==> src/design/stfir_pkg.sv <==
// Package for the stereo FIR block: sizes, transaction payload types and lane control.
// Depends on nothing. Every other file in the design imports it.
package stfir_pkg;

	localparam int TAPS       = 21;
	localparam int SAMPLE_W   = 16;
	localparam int COEF_W     = 16;
	localparam int INDEX_W    = 5;
	localparam int PROD_W     = SAMPLE_W + COEF_W;
	localparam int PROD_SHIFT = 15;
	localparam int CNT_W      = (TAPS > SAMPLE_W) ? $clog2(TAPS) : $clog2(SAMPLE_W);

	typedef enum logic [0:0] {
		MODE_SAMPLE = 1'b0,
		MODE_COEF   = 1'b1
	} mode_t;

	typedef struct packed {
		mode_t                       mode;
		logic signed [SAMPLE_W-1:0]  sample_value;
		logic        [INDEX_W-1:0]   coef_index;
		logic signed [COEF_W-1:0]    coef_value;
	} in_item_t;

	typedef struct packed {
		logic signed [SAMPLE_W-1:0] out_sample;
		logic                       is_left;
	} out_item_t;

	typedef struct packed {
		logic clear;
		logic step;
		logic neg;
		logic shift;
	} lane_ctrl_t;

endpackage

==> src/design/stfir_mac_lane.sv <==
// One filter tap: a bit-serial signed multiplier that takes one sample bit per cycle while step is set.
// The truncated product then moves down the lane chain to the accumulator. Uses stfir_pkg.
module stfir_mac_lane (
	input  logic                                clk,
	input  stfir_pkg::lane_ctrl_t               ctrl,
	input  logic                                sample_bit,
	input  logic signed [stfir_pkg::COEF_W-1:0] coef,
	input  logic        [stfir_pkg::SAMPLE_W-1:0] slice_in,
	output logic        [stfir_pkg::SAMPLE_W-1:0] slice_out
);
	import stfir_pkg::*;

	logic signed [PROD_W-1:0]  prod_q;
	logic signed [COEF_W:0]    hi_ext;
	logic signed [COEF_W:0]    coef_ext;
	logic signed [COEF_W:0]    addend;
	logic signed [COEF_W:0]    sum;

	always_comb begin
		hi_ext   = {prod_q[PROD_W-1], prod_q[PROD_W-1 -: COEF_W]};
		coef_ext = {coef[COEF_W-1], coef};
		if (!sample_bit) begin
			addend = '0;
		end else if (ctrl.neg) begin
			addend = -coef_ext;
		end else begin
			addend = coef_ext;
		end
		sum = hi_ext + addend;
	end

	always_ff @(posedge clk) begin
		if (ctrl.clear) begin
			prod_q <= '0;
		end else if (ctrl.step) begin
			prod_q <= {sum, prod_q[SAMPLE_W-1:1]};
		end else if (ctrl.shift) begin
			prod_q <= {1'b0, slice_in, {PROD_SHIFT{1'b0}}};
		end
	end

	assign slice_out = prod_q[PROD_SHIFT + SAMPLE_W - 1 : PROD_SHIFT];

endmodule

==> src/design/stereo_fir_left_channel.sv <==
// Top level of the stereo FIR block: delay line, coefficient table and control sequencer.
// Depends on stfir_pkg and stfir_mac_lane.
//
// Items arrive on the item channel and results leave on the result channel, both valid/ready.
// A coefficient transaction writes the indexed entry, if in range, in its accept cycle and gives no result.
// Audio samples alternate left and right, starting with left after reset.
// A right sample is passed through; it is held in the result register until the output register is free.
// A left sample is multiplied bit-serially, one sample bit per cycle in all taps at once, then
// the truncated products of the taps are added one after another in a single accumulator.
// The next item is taken once the result has moved to the output register, so one result
// may wait there while the next item is at work.
// When the receiver stalls, the finished result waits in the sequencer until the output
// register is free, and no new item is accepted meanwhile.
// Reset clears the delay line, the coefficient table and the channel phase.
module stereo_fir_left_channel (
	input  logic                 clk,
	input  logic                 arst_n,
	input  logic                 item_valid,
	output logic                 item_ready,
	input  stfir_pkg::in_item_t  item,
	output logic                 result_valid,
	input  logic                 result_ready,
	output stfir_pkg::out_item_t result
);
	import stfir_pkg::*;

	typedef enum logic [3:0] {
		ST_IDLE = 4'b0001,
		ST_MUL  = 4'b0010,
		ST_ACC  = 4'b0100,
		ST_FIN  = 4'b1000
	} state_t;

	state_t                      state_q;
	logic [CNT_W-1:0]            cnt_q;
	logic                        phase_q;
	logic                        out_valid_q;
	out_item_t                   out_q;
	out_item_t                   res_q;
	logic [SAMPLE_W-1:0]         acc_q;
	logic signed [SAMPLE_W-1:0]  delay_q [TAPS];
	logic signed [COEF_W-1:0]    coef_q  [TAPS];
	logic [SAMPLE_W-1:0]         slice   [TAPS+1];
	lane_ctrl_t                  lane_ctrl;
	logic                        accept;
	logic                        accept_left;
	logic                        accept_right;
	logic                        out_free;
	logic                        mul_last;
	logic                        acc_last;

	assign item_ready   = (state_q == ST_IDLE);
	assign accept       = item_valid && item_ready;
	assign accept_left  = accept && (item.mode == MODE_SAMPLE) && !phase_q;
	assign accept_right = accept && (item.mode == MODE_SAMPLE) && phase_q;
	assign out_free     = !out_valid_q || result_ready;
	assign mul_last     = (cnt_q == CNT_W'(SAMPLE_W - 1));
	assign acc_last     = (cnt_q == CNT_W'(TAPS - 1));

	assign lane_ctrl.clear = accept_left;
	assign lane_ctrl.step  = (state_q == ST_MUL);
	assign lane_ctrl.neg   = mul_last;
	assign lane_ctrl.shift = (state_q == ST_ACC);

	assign slice[TAPS] = '0;

	for (genvar k = 0; k < TAPS; k++) begin : g_lane
		stfir_mac_lane u_lane (
			.clk        (clk),
			.ctrl       (lane_ctrl),
			.sample_bit (delay_q[k][0]),
			.coef       (coef_q[k]),
			.slice_in   (slice[k+1]),
			.slice_out  (slice[k])
		);
	end

	always_ff @(posedge clk or negedge arst_n) begin
		if (!arst_n) begin
			state_q <= ST_IDLE;
			cnt_q   <= '0;
			phase_q <= 1'b0;
		end else begin
			unique case (state_q)
				ST_IDLE: begin
					cnt_q <= '0;
					if (accept_left) begin
						state_q <= ST_MUL;
					end else if (accept_right) begin
						state_q <= ST_FIN;
					end
					if (accept_left || accept_right) begin
						phase_q <= ~phase_q;
					end
				end
				ST_MUL: begin
					if (mul_last) begin
						cnt_q   <= '0;
						state_q <= ST_ACC;
					end else begin
						cnt_q <= cnt_q + 1'b1;
					end
				end
				ST_ACC: begin
					if (acc_last) begin
						cnt_q   <= '0;
						state_q <= ST_FIN;
					end else begin
						cnt_q <= cnt_q + 1'b1;
					end
				end
				ST_FIN: begin
					if (out_free) begin
						state_q <= ST_IDLE;
					end
				end
				default: begin
					state_q <= ST_IDLE;
				end
			endcase
		end
	end

	always_ff @(posedge clk or negedge arst_n) begin
		if (!arst_n) begin
			for (int k = 0; k < TAPS; k++) begin
				delay_q[k] <= '0;
				coef_q[k]  <= '0;
			end
		end else begin
			if (accept && (item.mode == MODE_COEF)) begin
				for (int k = 0; k < TAPS; k++) begin
					if (int'(item.coef_index) == k) begin
						coef_q[k] <= item.coef_value;
					end
				end
			end
			if (accept_left) begin
				delay_q[0] <= item.sample_value;
			end else if (state_q == ST_MUL) begin
				for (int k = 0; k < TAPS; k++) begin
					delay_q[k] <= {delay_q[k][0], delay_q[k][SAMPLE_W-1:1]};
				end
			end else if ((state_q == ST_ACC) && acc_last) begin
				for (int k = 1; k < TAPS; k++) begin
					delay_q[k] <= delay_q[k-1];
				end
			end
		end
	end

	always_ff @(posedge clk) begin
		if (state_q == ST_MUL) begin
			acc_q <= '0;
		end else if (state_q == ST_ACC) begin
			acc_q <= acc_q + slice[0];
		end
		if (accept_right) begin
			res_q.out_sample <= item.sample_value;
			res_q.is_left    <= 1'b0;
		end else if ((state_q == ST_ACC) && acc_last) begin
			res_q.out_sample <= acc_q + slice[0];
			res_q.is_left    <= 1'b1;
		end
		if ((state_q == ST_FIN) && out_free) begin
			out_q <= res_q;
		end
	end

	always_ff @(posedge clk or negedge arst_n) begin
		if (!arst_n) begin
			out_valid_q <= 1'b0;
		end else if ((state_q == ST_FIN) && out_free) begin
			out_valid_q <= 1'b1;
		end else if (result_ready) begin
			out_valid_q <= 1'b0;
		end
	end

	assign result_valid = out_valid_q;
	assign result       = out_q;

	a_left_starts_mul: assert property (@(posedge clk) disable iff (!arst_n)
		accept_left |=> (state_q == ST_MUL) && (cnt_q == '0))
		else $error("Left sample did not start the multiply phase.");

	a_mul_to_acc: assert property (@(posedge clk) disable iff (!arst_n)
		(state_q == ST_MUL) && mul_last |=> (state_q == ST_ACC) && (cnt_q == '0))
		else $error("Multiply phase did not hand over to accumulation.");

	a_right_passes: assert property (@(posedge clk) disable iff (!arst_n)
		accept_right |=> (state_q == ST_FIN) && !res_q.is_left
		&& (res_q.out_sample == $past(item.sample_value)))
		else $error("Right sample was not passed through.");

	a_acc_count: assert property (@(posedge clk) disable iff (!arst_n)
		(state_q == ST_ACC) |-> (int'(cnt_q) < TAPS))
		else $error("Accumulation counter ran past the last tap.");

endmodule

==> config.mk <==
export PLATFORM = sky130hd
export DESIGN_NAME = stereo_fir_left_channel
export DESIGN_NICKNAME = d
export VERILOG_FILES = /design/src/design/stfir_pkg.sv /design/src/design/stfir_mac_lane.sv /design/src/design/stereo_fir_left_channel.sv
export SDC_FILE = /design/constraint.sdc
export NUM_CORES = 2
export LEC_CHECK = 0
export BUFFER_PORTS_ARGS = -buffer_cell sky130_fd_sc_hd__buf_2
export CORE_MARGIN = 2
export CORE_UTILIZATION = 30
export CTS_CLUSTER_SIZE = 12
export DETAILED_ROUTE_END_ITERATION = 6
export GPL_ROUTABILITY_DRIVEN = 1
export PLACE_DENSITY = 0.54
export SLEW_MARGIN = 20
export SYNTH_ARGS = -nofsm -noshare
export SYNTH_HDL_FRONTEND = slang
export SYNTH_SLANG_ARGS = --single-unit
==> constraint.sdc <==
create_clock -name clk -period 10.1 [get_ports clk]
set_input_delay 1.515 -clock clk [delete_from_list [all_inputs] [get_ports clk]]
set_output_delay 1.515 -clock clk [all_outputs]
set_load 0.005 [all_outputs]
==> run_results.csv <==
group,metric,value,unit
synth,yosysWarnings,0,
route,drt_iter0_markers,4726,
synth,synth_cell_types,89,
synth,synth_area,67900,um2
place,pre_cts_slack,4.28,ns
clocking,htree_levels,4,
route,drt-total-wl,204000,um
power,irDropWorstVdd,166,uV
run_status,outcome,"finished, final reports clean",
worst_hold_path,min_path_type,"flop to flop",
worst_setup_path,worst_setup_path_start_kind,"flop",
clocking,tritoncts.num_buffers,133,
place,gp_congestion,0.832,
power,switching_share,40.0,%
timing,maxSlewViolCount,0,
die,die_y,480,um
timing,period_minus_slack,5.85,ns
worst_setup_path,cp_num_buf_inv,3,
clocking,hold_buffers,0,
synth,ys_seq_elements,1090,
synth,ys_seq_area_share,37.7,%
grt,grt.overflow.total,0,
synth,synth_edf_count,33,
timing,fin_skew,0.0371,ns
grt,grt_max_degree,234,
timing,fin_crit_sh,57.9,%
route,wire_per_inst,19.0,um
clocking,clk_path_buf_depth,3,
power,power_frac_seq,40.5,%
place,portBuffers,60,
route,viasPerCell,5.35,
route,vias,57300,
power,switchingPower,8.02,mW
power,power_density,267,nW/um2
clocking,cts.sinks,1090,
timing,worst_hold_slack,0.418,ns
flow_run,drv_cap,0,
route,drtPass1Iterations,6,
synth,yosysMostFrequentCell,"nand2_1",
final_layout,fin_nets,8046,
synth,avgSynthCellArea,8.68,um2
power,power.leakage,32.5,nW
route,dr_wl_met3,8980,um
synth,synthTopCellsByCount,"nand2_1 (1072), dfrtp_1 (682), nor2_1 (674)",
grt,grt_usage,17.4,%
final_layout,fill_cells,23100,
synth,syn_inst,7821,
die,core-area,225000,um2
timing,max_freq,171,MHz
worst_setup_path,slowest_stage,"buf_4",
timing,maxSlewHeadroom,23.5,%
place,hpwlAfterDp,133000,um
route,drc,0,
clocking,insertion_delay,0.81,ns
synth,yosysTopAreaCell,"dfrtp_1",
timing,fin_setup_tns,0,ns
timing,tightest_slew,1.15,ns
die,dieArea,230000,um2
final_layout,finalNonFillerCells,10700,
place,placed_cell_area,70800,um2
synth,synthTopCellsByArea,"dfrtp_1 (25%), dfxtp_1 (11%), ha_1 (6.9%)",
timing,hold_violations,0,
grt,antenna_found_initial,14,
power,pwr-share-comb,35.1,%
timing,rsz0062_at_grt,"false",
power,p_clk_share,24.3,%
synth,synth_ff_type,"dfrtp_1",
final_layout,utilization,33.5,%
worst_setup_path,worstPathRequired,10.76,ns
worst_setup_path,reg2reg_slack,4.25,ns
power,power.total,20.1,mW
clocking,cts_setup_buffers,0,
synth,synthArstFlopShare,62.7,%
die,die_w,480,um
grt,grt_pass1_vias,55900,
final_layout,drive_above_1_share,9.65,%
worst_setup_path,crit_chain,"ha_1 -> and3_1 -> ha_4 -> buf_4 -> buf_4 -> o21ai_0 -> nand2_1 -> inv_1 -> ha_1 -> a21o_1 -> a21oi_1 -> nor2b_1 -> or4_1 -> a31o_2 -> o41ai_1 -> o21bai_1 -> xnor2_1 -> a21oi_1",
clocking,cts_tree,"built",
route,wl_met1,94200,um
worst_setup_path,endpoint_kind,"flop",
final_layout,final_area,75300,um2
synth,syn_nets,8261,
worst_setup_path,criticalPathCategory,"flop to flop",
place,place_inst,10500,
grt,grt_pass1_wl,323000,um
clocking,clk_pin_slew,0.06,ns
worst_setup_path,critPathTopFamily,"compound AO/OA/AOI/OAI gates",
timing,setup_violations,0,
worst_setup_path,cp.arrival,6.50,ns
synth,yosysTopAreaCellShare,25.1,%
final_layout,area_growth,10.9,%
worst_setup_path,max_stage_delay,0.77,ns
timing,layout_setup_ws,4.25,ns
die,start_util,30.2,%
die,rows,174,
worst_setup_path,cp_max_fo,80,
die,io_pins,61,
route,met2WireLength,94600,um
clocking,root_buffer,"clkbuf_16",
power,intPower,12.0,mW
route,antenna_left,0,
clocking,cts-resized-gates,0,
route,top_layer_used,"met5",
## routing by layer
metal,global-route usage [%],vias up
li1,-,27700
met1,23.6,28100
met2,28.6,1259
met3,2.14,291
met4,5.54,4
met5,0,-
## cells in the final DEF (no fill, tap or decap), types with 54 or more instances in the layout
cell	count
buf_4	57
or4_1	56
a21o_1	98
a21oi_1	431
dfrtp_1	682
nor3_1	156
o221ai_1	161
inv_1	199
a31oi_1	386
a311oi_1	54
and2_1	297
mux2_2	339
xnor2_1	395
nand2_1	1070
a211oi_1	60
o31ai_1	89
nor2b_1	88
nor2_1	671
nand2b_1	68
o21ai_0	365
dfxtp_1	374
or3_1	71
clkbuf_16	133
buf_2	59
o41ai_1	55
nand3_1	91
ha_1	375
xor2_1	91
## logic make-up after synthesis
group                      after synthesis  synth area share [%]
xor gates and xnor gates               487                  6.31
and+or+nand+nor                       2751                  18.8
AOI/OAI and AO/OA                     2039                  19.7
muxes                                  381                  6.24
buffers and inverters                  675                  3.74
adders and majority gates              398                  7.58
DFF                                   1090                  37.7
## registers in the layout (all words and copies together), names as in the netlist
signal,count
result,17
coef_q,336
acc_q,16
cnt_q,5
g_lane.u_lane.prod_q,357
state_q,4
phase_q,1
result_valid,1
res_q,17
delay_q,336
## cell type report
cell class / instances / area [um2] / area share, %
multi-input combinational: 6056 / 39800 / 53.0
timing repair buffer: 125 / 881 / 1.17
clock inverter: 48 / 617 / 0.820
tap: 2992 / 3740 / 4.97
inverter: 200 / 752 / 0.999
clock buffer: 199 / 3830 / 5.08
antenna: 6 / 15.0 / 0.0200
sequential: 1090 / 25600 / 34.0
## path summary, 6_finish.rpt
check / start / end / cells past startpoint
max in group asynchronous: arst_n / delay_q[75] / 3
min reg2reg: res_q[6] / result[6] / 0
max reg2reg: cnt_q[0] / g_lane[16].u_lane.prod_q[28] / 18
min: res_q[6] / result[6] / 0
max: cnt_q[0] / g_lane[16].u_lane.prod_q[28] / 18
min in group asynchronous: arst_n / coef_q[156] / 1
## power by group through the flow
stage          Sequential [mW]  Clock [mW]  Combinational (mW)
2_1_floorplan             7.18           0                5.75
3_5_place_dp              8.19           0                6.99
5_1_grt                   8.39        5.18                8.00
6_report                  8.13        4.89                7.05
4_1_cts                   8.13        5.02                7.05
3_3_place_gp              8.16           0                6.81
(Power assumes the default switching activity.)
